### src/hw/rtl/bva_pkg.sv
// Types, codes and helpers shared by the bounding volume accumulator modules.
package bva_pkg;

    localparam int unsigned CW         = 24;
    localparam int unsigned OP_W       = 3;
    localparam int unsigned CNT_W      = $clog2(CW);
    localparam int unsigned FIFO_DEPTH = 2;
    localparam int unsigned PTR_W      = $clog2(FIFO_DEPTH);

    localparam logic [OP_W-1:0] OP_POINT  = 3'd0;
    localparam logic [OP_W-1:0] OP_BOX    = 3'd1;
    localparam logic [OP_W-1:0] OP_BOUNDS = 3'd2;
    localparam logic [OP_W-1:0] OP_LOAD   = 3'd3;
    localparam logic [OP_W-1:0] OP_CLEAR  = 3'd4;

    typedef struct packed {
        logic [OP_W-1:0]      opcode;
        logic signed [CW-1:0] ax;
        logic signed [CW-1:0] ay;
        logic signed [CW-1:0] az;
        logic signed [CW-1:0] bx;
        logic signed [CW-1:0] by;
        logic signed [CW-1:0] bz;
        logic [CW-1:0]        given_radius;
    } t_in;

    typedef struct packed {
        logic signed [CW-1:0] min_x;
        logic signed [CW-1:0] min_y;
        logic signed [CW-1:0] min_z;
        logic signed [CW-1:0] max_x;
        logic signed [CW-1:0] max_y;
        logic signed [CW-1:0] max_z;
        logic [CW-1:0]        bound_radius;
    } t_out;

    typedef struct packed {
        logic [OP_W-1:0]    op;
        logic [2:0][CW-1:0] a;
        logic [2:0][CW-1:0] b;
        logic [CW-1:0]      gr;
        logic [2:0][CW-1:0] e;
        logic               need_root;
    } t_cmd;

    function automatic logic [CW-1:0] f_abs(logic [CW-1:0] v);
        return v[CW-1] ? CW'(~v + 1'b1) : v;
    endfunction

endpackage

### src/hw/rtl/bva_front.sv
// Front end: accepts input beats, decodes the opcode and forms per-axis extents.
module bva_front (
    input  logic          i_in_valid,
    output logic          o_in_ready,
    input  bva_pkg::t_in  i_in_beat,
    input  logic          i_full,
    output logic          o_push,
    output bva_pkg::t_cmd o_cmd
);
    import bva_pkg::*;

    logic [2:0][CW-1:0] w_a;
    logic [2:0][CW-1:0] w_b;
    logic [CW-1:0]      w_pa;
    logic [CW-1:0]      w_pb;

    assign o_in_ready = !i_full;
    assign o_push     = i_in_valid && !i_full;

    assign w_a = {i_in_beat.az, i_in_beat.ay, i_in_beat.ax};
    assign w_b = {i_in_beat.bz, i_in_beat.by, i_in_beat.bx};

    always_comb begin
        o_cmd.op        = i_in_beat.opcode;
        o_cmd.a         = w_a;
        o_cmd.b         = w_b;
        o_cmd.gr        = i_in_beat.given_radius;
        o_cmd.need_root = (i_in_beat.opcode == OP_POINT) || (i_in_beat.opcode == OP_BOX)
                          || (i_in_beat.opcode == OP_LOAD);
        w_pa = '0;
        w_pb = '0;
        for (int i = 0; i < 3; i++) begin
            w_pa = f_abs(w_a[i]);
            w_pb = f_abs(w_b[i]);
            if (i_in_beat.opcode == OP_POINT || w_pa > w_pb) begin
                o_cmd.e[i] = w_pa;
            end else begin
                o_cmd.e[i] = w_pb;
            end
        end
    end

endmodule

### src/hw/rtl/bva_fifo.sv
// Short command queue between the front end and the back end.
module bva_fifo (
    input  logic          i_clk,
    input  logic          i_rst_n,
    input  logic          i_push,
    input  bva_pkg::t_cmd i_cmd,
    input  logic          i_pop,
    output logic          o_full,
    output logic          o_empty,
    output bva_pkg::t_cmd o_head
);
    import bva_pkg::*;

    t_cmd             r_mem [FIFO_DEPTH];
    logic [PTR_W-1:0] r_wr_ptr;
    logic [PTR_W-1:0] r_rd_ptr;
    logic [PTR_W:0]   r_count;
    logic             w_do_push;
    logic             w_do_pop;

    assign o_full    = (r_count == (PTR_W+1)'(FIFO_DEPTH));
    assign o_empty   = (r_count == '0);
    assign o_head    = r_mem[r_rd_ptr];
    assign w_do_push = i_push && !o_full;
    assign w_do_pop  = i_pop && !o_empty;

    always_ff @(posedge i_clk) begin
        if (!i_rst_n) begin
            r_wr_ptr <= '0;
            r_rd_ptr <= '0;
            r_count  <= '0;
        end else begin
            if (w_do_push) begin
                r_wr_ptr <= (r_wr_ptr == PTR_W'(FIFO_DEPTH-1)) ? '0 : PTR_W'(r_wr_ptr + 1'b1);
            end
            if (w_do_pop) begin
                r_rd_ptr <= (r_rd_ptr == PTR_W'(FIFO_DEPTH-1)) ? '0 : PTR_W'(r_rd_ptr + 1'b1);
            end
            if (w_do_push && !w_do_pop) begin
                r_count <= r_count + 1'b1;
            end else if (w_do_pop && !w_do_push) begin
                r_count <= r_count - 1'b1;
            end
        end
    end

    always_ff @(posedge i_clk) begin
        if (w_do_push) begin
            r_mem[r_wr_ptr] <= i_cmd;
        end
    end

endmodule

### src/hw/rtl/bva_back.sv
// Back end: squares, bit-serial root, state merge and output register.
module bva_back (
    input  logic          i_clk,
    input  logic          i_rst_n,
    input  logic          i_empty,
    input  bva_pkg::t_cmd i_head,
    output logic          o_pop,
    output logic          o_out_valid,
    input  logic          i_out_ready,
    output bva_pkg::t_out o_out_beat
);
    import bva_pkg::*;

    localparam logic [1:0] ST_IDLE = 2'd0;
    localparam logic [1:0] ST_SQ   = 2'd1;
    localparam logic [1:0] ST_ROOT = 2'd2;
    localparam logic [1:0] ST_DONE = 2'd3;

    logic [1:0]         r_state;
    t_cmd               r_cmd;
    logic [1:0]         r_axis;
    logic [2*CW-1:0]    r_sum;
    logic [2*CW-1:0]    r_rad;
    logic [CW:0]        r_rem;
    logic [CW-1:0]      r_root;
    logic [CNT_W-1:0]   r_cnt;
    logic [2:0][CW-1:0] r_low;
    logic [2:0][CW-1:0] r_high;
    logic [CW-1:0]      r_radius;
    logic               r_out_valid;
    t_out               r_out;

    logic [2:0][CW-1:0] n_low;
    logic [2:0][CW-1:0] n_high;
    logic [CW-1:0]      n_radius;
    logic [CW-1:0]      w_sq_in;
    logic [2*CW-1:0]    w_prod;
    logic [2*CW-1:0]    w_sum;
    logic [CW+2:0]      w_rem_sh;
    logic [CW+2:0]      w_trial;
    logic               w_take;
    logic               w_commit;
    logic [CW-1:0]      w_lo;
    logic [CW-1:0]      w_hi;

    assign o_pop       = (r_state == ST_IDLE) && !i_empty;
    assign w_commit    = (r_state == ST_DONE) && (!r_out_valid || i_out_ready);
    assign o_out_valid = r_out_valid;
    assign o_out_beat  = r_out;

    always_comb begin
        unique case (r_axis)
            2'd0:    w_sq_in = r_cmd.e[0];
            2'd1:    w_sq_in = r_cmd.e[1];
            default: w_sq_in = r_cmd.e[2];
        endcase
    end

    assign w_prod   = w_sq_in * w_sq_in;
    assign w_sum    = r_sum + w_prod;
    assign w_rem_sh = {r_rem, r_rad[2*CW-1 -: 2]};
    assign w_trial  = {1'b0, r_root, 2'b01};
    assign w_take   = (w_rem_sh >= w_trial);

    always_comb begin
        n_low    = r_low;
        n_high   = r_high;
        n_radius = r_radius;
        w_lo     = '0;
        w_hi     = '0;
        unique case (r_cmd.op)
            OP_POINT, OP_BOX: begin
                for (int i = 0; i < 3; i++) begin
                    if (r_cmd.op == OP_POINT
                        || $signed(r_cmd.a[i]) < $signed(r_cmd.b[i])) begin
                        w_lo = r_cmd.a[i];
                    end else begin
                        w_lo = r_cmd.b[i];
                    end
                    if (r_cmd.op == OP_POINT
                        || $signed(r_cmd.a[i]) >= $signed(r_cmd.b[i])) begin
                        w_hi = r_cmd.a[i];
                    end else begin
                        w_hi = r_cmd.b[i];
                    end
                    if ($signed(w_lo) < $signed(r_low[i])) begin
                        n_low[i] = w_lo;
                    end
                    if ($signed(w_hi) > $signed(r_high[i])) begin
                        n_high[i] = w_hi;
                    end
                end
                if (r_root > r_radius) begin
                    n_radius = r_root;
                end
            end
            OP_BOUNDS: begin
                for (int i = 0; i < 3; i++) begin
                    if ($signed(r_cmd.a[i]) < $signed(r_low[i])) begin
                        n_low[i] = r_cmd.a[i];
                    end
                    if ($signed(r_cmd.b[i]) > $signed(r_high[i])) begin
                        n_high[i] = r_cmd.b[i];
                    end
                end
                if (r_cmd.gr > r_radius) begin
                    n_radius = r_cmd.gr;
                end
            end
            OP_LOAD: begin
                n_low    = r_cmd.a;
                n_high   = r_cmd.b;
                n_radius = r_root;
            end
            OP_CLEAR: begin
                n_low    = '0;
                n_high   = '0;
                n_radius = '0;
            end
            default: begin
            end
        endcase
    end

    always_ff @(posedge i_clk) begin
        if (!i_rst_n) begin
            r_state     <= ST_IDLE;
            r_out_valid <= 1'b0;
            r_low       <= '0;
            r_high      <= '0;
            r_radius    <= '0;
        end else begin
            if (r_out_valid && i_out_ready) begin
                r_out_valid <= 1'b0;
            end
            unique case (r_state)
                ST_IDLE: begin
                    if (!i_empty) begin
                        r_state <= i_head.need_root ? ST_SQ : ST_DONE;
                    end
                end
                ST_SQ: begin
                    if (r_axis == 2'd2) begin
                        r_state <= ST_ROOT;
                    end
                end
                ST_ROOT: begin
                    if (r_cnt == '0) begin
                        r_state <= ST_DONE;
                    end
                end
                default: begin
                    if (w_commit) begin
                        r_state     <= ST_IDLE;
                        r_out_valid <= 1'b1;
                        r_low       <= n_low;
                        r_high      <= n_high;
                        r_radius    <= n_radius;
                    end
                end
            endcase
        end
    end

    always_ff @(posedge i_clk) begin
        if (o_pop) begin
            r_cmd  <= i_head;
            r_axis <= '0;
            r_sum  <= '0;
            r_root <= '0;
        end
        if (r_state == ST_SQ) begin
            r_axis <= r_axis + 1'b1;
            r_sum  <= w_sum;
            if (r_axis == 2'd2) begin
                r_rad  <= w_sum;
                r_rem  <= '0;
                r_root <= '0;
                r_cnt  <= CNT_W'(CW-1);
            end
        end
        if (r_state == ST_ROOT) begin
            r_rad <= {r_rad[2*CW-3:0], 2'b00};
            r_cnt <= r_cnt - 1'b1;
            if (w_take) begin
                r_rem  <= (CW+1)'(w_rem_sh - w_trial);
                r_root <= {r_root[CW-2:0], 1'b1};
            end else begin
                r_rem  <= (CW+1)'(w_rem_sh);
                r_root <= {r_root[CW-2:0], 1'b0};
            end
        end
        if (w_commit) begin
            r_out.min_x        <= n_low[0];
            r_out.min_y        <= n_low[1];
            r_out.min_z        <= n_low[2];
            r_out.max_x        <= n_high[0];
            r_out.max_y        <= n_high[1];
            r_out.max_z        <= n_high[2];
            r_out.bound_radius <= n_radius;
        end
    end

endmodule

### src/hw/rtl/bounding_volume_accumulator.sv
// Bounding volume accumulator top level: front end, command queue, back end.
// Keeps a running axis-aligned box and a radius about the origin (Q12.12) and returns the
// state after every beat. A beat that needs a radius (merge point, merge box, load box)
// pops the queue, forms its three squares in turn on one shared 24x24 multiplier, runs
// the one-bit-per-cycle square root and then merges. Merge bounds, clear and unused
// opcodes only pop the queue and merge. A two-entry queue lets the front end take beats
// while the back end works, and the output register holds a finished result while the
// next beat is computed.
module bounding_volume_accumulator (
    input  logic          i_clk,
    input  logic          i_rst_n,
    input  logic          i_in_valid,
    output logic          o_in_ready,
    input  bva_pkg::t_in  i_in_beat,
    output logic          o_out_valid,
    input  logic          i_out_ready,
    output bva_pkg::t_out o_out_beat
);
    import bva_pkg::*;

    t_cmd w_push_cmd;
    t_cmd w_head;
    logic w_push;
    logic w_pop;
    logic w_full;
    logic w_empty;

    bva_front u_front (
        .i_in_valid (i_in_valid),
        .o_in_ready (o_in_ready),
        .i_in_beat  (i_in_beat),
        .i_full     (w_full),
        .o_push     (w_push),
        .o_cmd      (w_push_cmd)
    );

    bva_fifo u_fifo (
        .i_clk   (i_clk),
        .i_rst_n (i_rst_n),
        .i_push  (w_push),
        .i_cmd   (w_push_cmd),
        .i_pop   (w_pop),
        .o_full  (w_full),
        .o_empty (w_empty),
        .o_head  (w_head)
    );

    bva_back u_back (
        .i_clk       (i_clk),
        .i_rst_n     (i_rst_n),
        .i_empty     (w_empty),
        .i_head      (w_head),
        .o_pop       (w_pop),
        .o_out_valid (o_out_valid),
        .i_out_ready (i_out_ready),
        .o_out_beat  (o_out_beat)
    );

endmodule

### config.mk
export PLATFORM = sky130hd
export DESIGN_NAME = bounding_volume_accumulator
export DESIGN_NICKNAME = d
export VERILOG_FILES = /design/src/hw/rtl/bva_pkg.sv /design/src/hw/rtl/bva_front.sv /design/src/hw/rtl/bva_fifo.sv /design/src/hw/rtl/bva_back.sv /design/src/hw/rtl/bounding_volume_accumulator.sv
export SDC_FILE = /design/constraint.sdc
export NUM_CORES = 2
export LEC_CHECK = 0
export ABC_AREA = 1
export BUFFER_PORTS_ARGS = -buffer_cell sky130_fd_sc_hd__buf_2
export CORE_MARGIN = 2
export CORE_UTILIZATION = 45
export DETAILED_ROUTE_END_ITERATION = 12
export GPL_ROUTABILITY_DRIVEN = 1
export PLACE_DENSITY = 0.64
export SYNTH_ARGS = -nofsm -noshare
export SYNTH_HDL_FRONTEND = slang
export SYNTH_SLANG_ARGS = --single-unit
### constraint.sdc
create_clock -name i_clk -period 15.2 [get_ports i_clk]
set_input_delay 2.28 -clock i_clk [delete_from_list [all_inputs] [get_ports i_clk]]
set_output_delay 2.28 -clock i_clk [all_outputs]
set_load 0.02 [all_outputs]
# After elaboration in Yosys (flattened, before gate mapping)
# Memories as Yosys holds them, arrays and structs flattened. A register that Yosys moved wholly into a read port is not among the register bits.
# Index checks and enable logic that the tools add are counted.
dict set report word_totals {
  mem_bits_rw 488
  latchBits 0
  n_memories 1
  output_inout_bits 170
  romBits 0
  in_bits 175
  reg_bits 738
}
# name depth word_bits read_ports rd_clocked_by_memory_dff wr line_no
set mem_list {}
lappend mem_list {u_fifo.r_mem 2 244 1 1 1 bva_fifo.sv:14} ;# t_cmd r_mem [FIFO_DEPTH];
dict set report classes {
  n_mul 1
  muxes 75
  n_shift 0
  div 0
  n_addsub 14
  eq_ne 15
  bitwise_logic 7
  magnitude_cmp 24
  reduce_logical 42
}
# operator count
set op_table {}
lappend op_table {{two-way mux 24 bit} 39}
lappend op_table {{one-hot mux 72 bit (4 select lines)} 2}
lappend op_table {{greater-than comparator 24 bit} 11}
lappend op_table {{two-way mux 48 bit} 5}
lappend op_table {{less-than comparator 24 bit} 9}
lappend op_table {{adder 24 x 1 -> 24 bit (second input constant)} 6}
lappend op_table {{inverter 24 bit} 6}
lappend op_table {{two-way mux 25 bit} 4}
lappend op_table {{one-hot mux 24 bit (4 select lines)} 1}
lappend op_table {{greater-or-equal comparator 24 bit} 3}
lappend op_table {{adder 48 bit} 1}
lappend op_table {{multiplier 24 x 24 -> 48 bit} 1}
lappend op_table {{one-hot mux 24 bit (2 select lines)} 1}
lappend op_table {{greater-or-equal comparator 27 x 26 -> 1 bit} 1}
lappend op_table {{subtractor 25 bit} 1}
lappend op_table {{two-way mux 2 bit} 9}
lappend op_table {{two-way mux 5 bit} 3}
lappend op_table {{logical OR 1 bit} 12}
lappend op_table {{two-way mux 1 bit} 10}
lappend op_table {{equality test 3 x 2 -> 1 bit (second input constant)} 3}
lappend op_table {{equality test 2 bit (second input constant)} 4}
lappend op_table {{logical AND 1 bit} 8}
lappend op_table {{nonzero test 2 bit} 4}
lappend op_table {{equality test 3 x 1 -> 1 bit (second input constant)} 2}
lappend op_table {{19 further kinds} 32}

# Longest topological paths before layout
dict set report logic_depth {
  depth_word 8
  ltp_mapped 39
}

# Cells and area by module
# A second synthesis with hierarchy kept.
dict set report hier_totals {
  hier_cells 9774
  area_unflattened_um2 90145.2
}
# mod cells_per_inst area_each_um2 n_inst
set modules_own_cells {}
lappend modules_own_cells {bva_back 7466 63539.7 1}
lappend modules_own_cells {bva_fifo 797 18497.7 1}
lappend modules_own_cells {bva_front 1511 8107.8 1}

# Least setup slack after synthesis
# Ideal clock, no wire load.
dict set report synth_path {
  path_type {flip-flop to flip-flop}
  start {register u_back.r_state[0]}
  end {register u_back.r_axis[0], enable pin}
  synth_period_minus_slack_ns 15.673
  setup_time_ns 0.410
  setup_slack_ns -0.473
  path_buffers 0
  t_arrival_ns 15.263
  path_stages_with_launch 7
  required_time_ns 14.790
  path_cell_list {dfxtp_1 > inv_1 > ha_1 > inv_1 > a21oi_1 > inv_1 > nand2_1}
}
dict set report synth_via {
  elab_chain_len 3
}
# item line_no
set synth_lines {}
lappend synth_lines {{start, declared} bva_back.sv:19} ;# logic [1:0] r_state;
lappend synth_lines {{start signal, assigned} bva_back.sv:139} ;# r_state <= i_head.need_root ? ST_SQ : ST_DONE;
lappend synth_lines {{logical NOT 2 bit} bva_back.sv:46} ;# assign o_pop = (r_state == ST_IDLE) && !i_empty;
lappend synth_lines {{logical AND 1 bit} bva_back.sv:46}
lappend synth_lines {{via u_back.o_pop} bva_back.sv:7} ;# output logic o_pop,
lappend synth_lines {{nonzero test 2 bit (no source line)} n/a}
lappend synth_lines {{end signal, assigned} bva_back.sv:173} ;# r_axis <= r_axis + 1'b1;
lappend synth_lines {{end, declared} bva_back.sv:21} ;# logic [1:0] r_axis;
# The timed path passes the listed nets, and every way through them passes these cells.
# A chain may end at the register's enable or synchronous reset.

# Worst setup path in the final report
dict set report layout_path {
  start {register u_back.r_axis[0]}
  end {register u_back.r_rad[46], data pin}
}
dict set report layout_via {
  elab_chain_len 7
}
# item line_no
set layout_lines {}
lappend layout_lines {{equality test 2 x 1 -> 1 bit or logical NOT 2 bit (tied branches)} bva_back.sv:52} ;# unique case (r_axis)
lappend layout_lines {{one-hot mux 24 bit (2 select lines) *} bva_back.sv:52}
lappend layout_lines {{multiplier 24 x 24 -> 48 bit *} bva_back.sv:59} ;# assign w_prod = w_sq_in * w_sq_in;
lappend layout_lines {{adder 48 bit *} bva_back.sv:60} ;# assign w_sum = r_sum + w_prod;
lappend layout_lines {{two-way mux 48 bit *} bva_back.sv:175} ;# if (r_axis == 2'd2) begin
lappend layout_lines {{two-way mux 48 bit *} bva_back.sv:172} ;# if (r_state == ST_SQ) begin
lappend layout_lines {{two-way mux 48 bit *} bva_back.sv:182} ;# if (r_state == ST_ROOT) begin
lappend layout_lines {{end signal, assigned} bva_back.sv:176} ;# r_rad <= w_sum;
lappend layout_lines {{end signal, assigned} bva_back.sv:183} ;# r_rad <= {r_rad[2*CW-3:0], 2'b00};
lappend layout_lines {{end, declared} bva_back.sv:23} ;# logic [2*CW-1:0] r_rad;
# Mark *: on every way between the ends. The rest lies on a longest branch, timed or not. The select of a mux whose other input is x is not followed.

==> run_results.csv <==
group,metric,value,unit
detailed_routing,wl_per_cell,19.6,um
logic_synthesis,synth.ff_latch_count,1227,
critical_path,path_class,"reg -> reg",
critical_path,r2r_cells,34,
timing,setup-tns-final,0,ns
logic_synthesis,synth_area,0.0864,mm^2
die,dieArea,0.196,mm^2
critical_path,r2r-end,"u_back.r_rad[46]$_DFFE_PP_",
grt,grt_max_degree,155,
clock_network,root_buffer,"clkbuf_16",
place,port_buffers,344,
critical_path,cpPeakStageDelay,0.96,ns
logic_synthesis,synthDistinctLibCells,65,
logic_synthesis,synthArstFlopShare,0,%
critical_path,cp_common_cell,"inv_1",
logic_synthesis,ys_seq_area_share,40.3,%
logic_synthesis,synthFlopType,"edfxtp_1",
detailed_routing,vias_per_cell,5.39,
detailed_routing,dr.pass1.iters,8,
die,die_w,442,um
detailed_routing,ant_nets,0,
die,core_area,0.190,mm^2
logic_synthesis,yosysWarningCount,0,
clock_network,cts_resized,0,
timing,min_period_over_period,66.1,%
final_layout,final_cell_mix,"nand2_1 (2,373), inv_1 (1,607), edfxtp_1 (1,025)",
min_path,min_to,"u_fifo.r_rd_ptr$_SDFFE_PN0P_",
place,gp_congestion,0.939,
clock_network,postCtsSetupBuffers,0,
clock_network,cts_max_level,4,
timing,clock.fmax,99.5,MHz
logic_synthesis,synth_cells,9732,
die,die_h,442,um
critical_path,critPathTopFamily,"adder cells",
critical_path,cp.arrival,10.59,ns
critical_path,critPathBufInv,10,
detailed_routing,wl,247,mm
place,dpl.hpwl,180,mm
critical_path,worst-path-max-fanout,25,
die,start_util,45.4,%
clock_network,numCtsBuffers,137,
timing,slew_headroom,7.96,%
logic_synthesis,syn_nets,11100,
timing,worst_pin_slew,1.38,ns
final_layout,layout_commonest_cell,"nand2_1",
timing,setup_viol_count_final,0,
final_layout,syn_to_final_growth,9.75,%
timing,skew,0.0440,ns
grt,grt-ovfl-total,0,
min_path,hp-start,"u_fifo.r_rd_ptr$_SDFFE_PN0P_",
min_path,hold_class,"reg -> reg",
min_path,hold_depth,1,
outcome,outcome,"complete, no violations",
timing,final_max_slew_viol_count,0,
timing,hold_violations,0,
detailed_routing,via_count,67600,
critical_path,r2r_setup_slack,5.15,ns
die,rows,160,
logic_synthesis,synth-edff-count,1025,
job,max_cap_violations,0,
clock_network,clk_latency,0.82,ns
critical_path,crit_slowest_cell,"nand3_1",
logic_synthesis,syn_avg_cell_area,8.88,um^2
clock_network,clk_path_buf_depth,3,
timing,rsz0062_at_grt,"no",
critical_path,critPathCaptureType,"register",
final_layout,drive_gt1_share,7.95,%
critical_path,r2r-start,"u_back.r_axis[0]$_SDFFCE_PN0P_",
grt,grt_pass1_vias,67500,
grt,grtUsageTotal,25.0,%
final_layout,final_net_count,11200,
detailed_routing,first_iter_violations,5425,
critical_path,required,15.74,ns
detailed_routing,drc_errors,0,
clock_network,path_clk_slew,0.06,ns
clock_network,numClockSinks,1227,
die,ios,345,
critical_path,start_kind,"register",
clock_network,cts_tree,"yes",
timing,min_period,10.05,ns
grt,antenna_found_initial,88,
grt,grt_pass1_wl,383,mm
clock_network,cts_hold_buf,0,
## cell type report
cell class              instances  area [um^2]
inverters                    1654         6230
clock inverters                70          766
diodes                         57          143
multi-input cells            6450        43800
repair buffers                399         2190
fillers                     17700        95600
well taps                    2511         3140
clock buffers                 178         3690
flip-flops and latches       1227        34800
## logic make-up after synthesis
group           count (synthesis)  synth area share (%)
fa+ha+maj                    1147                  20.7
compound gates               1623                  11.2
xor+xnor                      208                  2.13
simple gates                 3471                  16.6
mux                             1                0.0130
buf+inv                      2055                  9.09
flops                        1227                  40.3
## cell usage after synthesis (all sizes together) (2+ instances only)
| cell type | count | area (um^2) |
|---|---|---|
| a2111oi | 3 | 26.3 |
| a211oi | 22 | 165 |
| a21boi | 3 | 22.5 |
| a21o | 10 | 75.1 |
| a21oi | 437 | 2420 |
| a221oi | 11 | 103 |
| a22o | 15 | 131 |
| a22oi | 4 | 30.0 |
| a31oi | 19 | 119 |
| a32oi | 2 | 17.5 |
| and2 | 3 | 18.8 |
| buf | 74 | 419 |
| clkbuf | 327 | 1230 |
| clkinv | 23 | 86.3 |
| dfxtp | 202 | 4040 |
| edfxtp | 1025 | 30800 |
| fa | 467 | 9350 |
| ha | 680 | 8510 |
| inv | 1631 | 6120 |
| nand2 | 2401 | 9130 |
| nand3 | 351 | 2030 |
| nand3b | 3 | 22.5 |
| nand4 | 105 | 657 |
| nor2 | 509 | 1920 |
| nor3 | 71 | 360 |
| nor4 | 19 | 119 |
| nor4b | 3 | 38.8 |
| o2111ai | 31 | 272 |
| o211ai | 256 | 1920 |
| o21a | 14 | 105 |
| o21ai | 702 | 3530 |
| o21bai | 9 | 67.6 |
| o221ai | 20 | 175 |
| o22ai | 25 | 156 |
| o31ai | 9 | 67.6 |
| o32ai | 24 | 210 |
| o41ai | 3 | 33.8 |
| or2 | 4 | 25.0 |
| xnor2 | 86 | 768 |
| xor2 | 122 | 1070 |
## sequential cells by signal (all words and copies together) (netlist names), named ones only
signal / flops
u_back.r_rem: 25
u_back.o_out_valid: 1
u_fifo.r_wr_ptr: 1
u_fifo.r_count: 2
u_back.r_cmd: 243
u_back.r_radius: 24
u_fifo.r_rd_ptr: 1
u_back.r_root: 24
u_back.r_rad: 48
u_back.r_axis: 2
u_back.r_state: 2
u_back.r_low: 72
u_back.r_high: 72
u_back.o_out_beat: 168
u_back.r_cnt: 5
u_fifo.r_mem: 488
u_back.r_sum: 48
## worst max-delay path by stage
stage | depth (start not counted) | slack [ns] | endpoint | from
3_3_place_gp | 34 | 5.40 | u_back.r_rad[46]$_DFFE_PP_ | u_back.r_axis[0]$_SDFFCE_PN0P_
2_1_floorplan | 2 | 1.84 | u_fifo.r_mem[1][0]$_DFFE_PP_ | i_in_valid
3_5_place_dp | 34 | 5.34 | u_back.r_rad[46]$_DFFE_PP_ | u_back.r_axis[0]$_SDFFCE_PN0P_
4_1_cts | 34 | 5.33 | u_back.r_rad[46]$_DFFE_PP_ | u_back.r_axis[0]$_SDFFCE_PN0P_
5_1_grt | 34 | 4.52 | u_back.r_rad[46]$_DFFE_PP_ | u_back.r_axis[0]$_SDFFCE_PN0P_
6_report | 34 | 5.15 | u_back.r_rad[46]$_DFFE_PP_ | u_back.r_axis[0]$_SDFFCE_PN0P_
## routing by layer
layer / share of wire (%) / global-route usage, %
met4: 5.4 / 13.8
met2: 48 / 41.0
met3: 6.3 / 4.24
met1: 41 / 31.6
met5: 0.083 / 0
## worst reg2reg max path: cells and delay by family (launching register included)
family          cells  cell delay [ns]
buf+inv            10             0.99
flops               1             0.42
compound gates      8             1.68
simple gates        6             1.98
xor+xnor            1             0.19
fa+ha+maj           9             4.53
## per-stage QoR
stage | hold slack (ns) | utilization (%) | std cells | instance area, um^2 | worst slack [ns]
floorplan | 0.426 | - | 9732 | 86400 | 1.84
detailed placement | 0.451 | 47.4 | 12200 | 90200 | 5.34
global placement | 0.437 | 47.4 | 12200 | 90200 | 5.40
CTS | 0.466 | 49.7 | 12500 | 94700 | 5.33
finish | 0.467 | 49.8 | 12500 | 94800 | 5.15
global route | 0.492 | 49.8 | 12500 | 94800 | 4.52
Power is left out: the tool's default activity adds up to more than one toggle a clock period on the data nets, which glitch-free logic cannot reach.
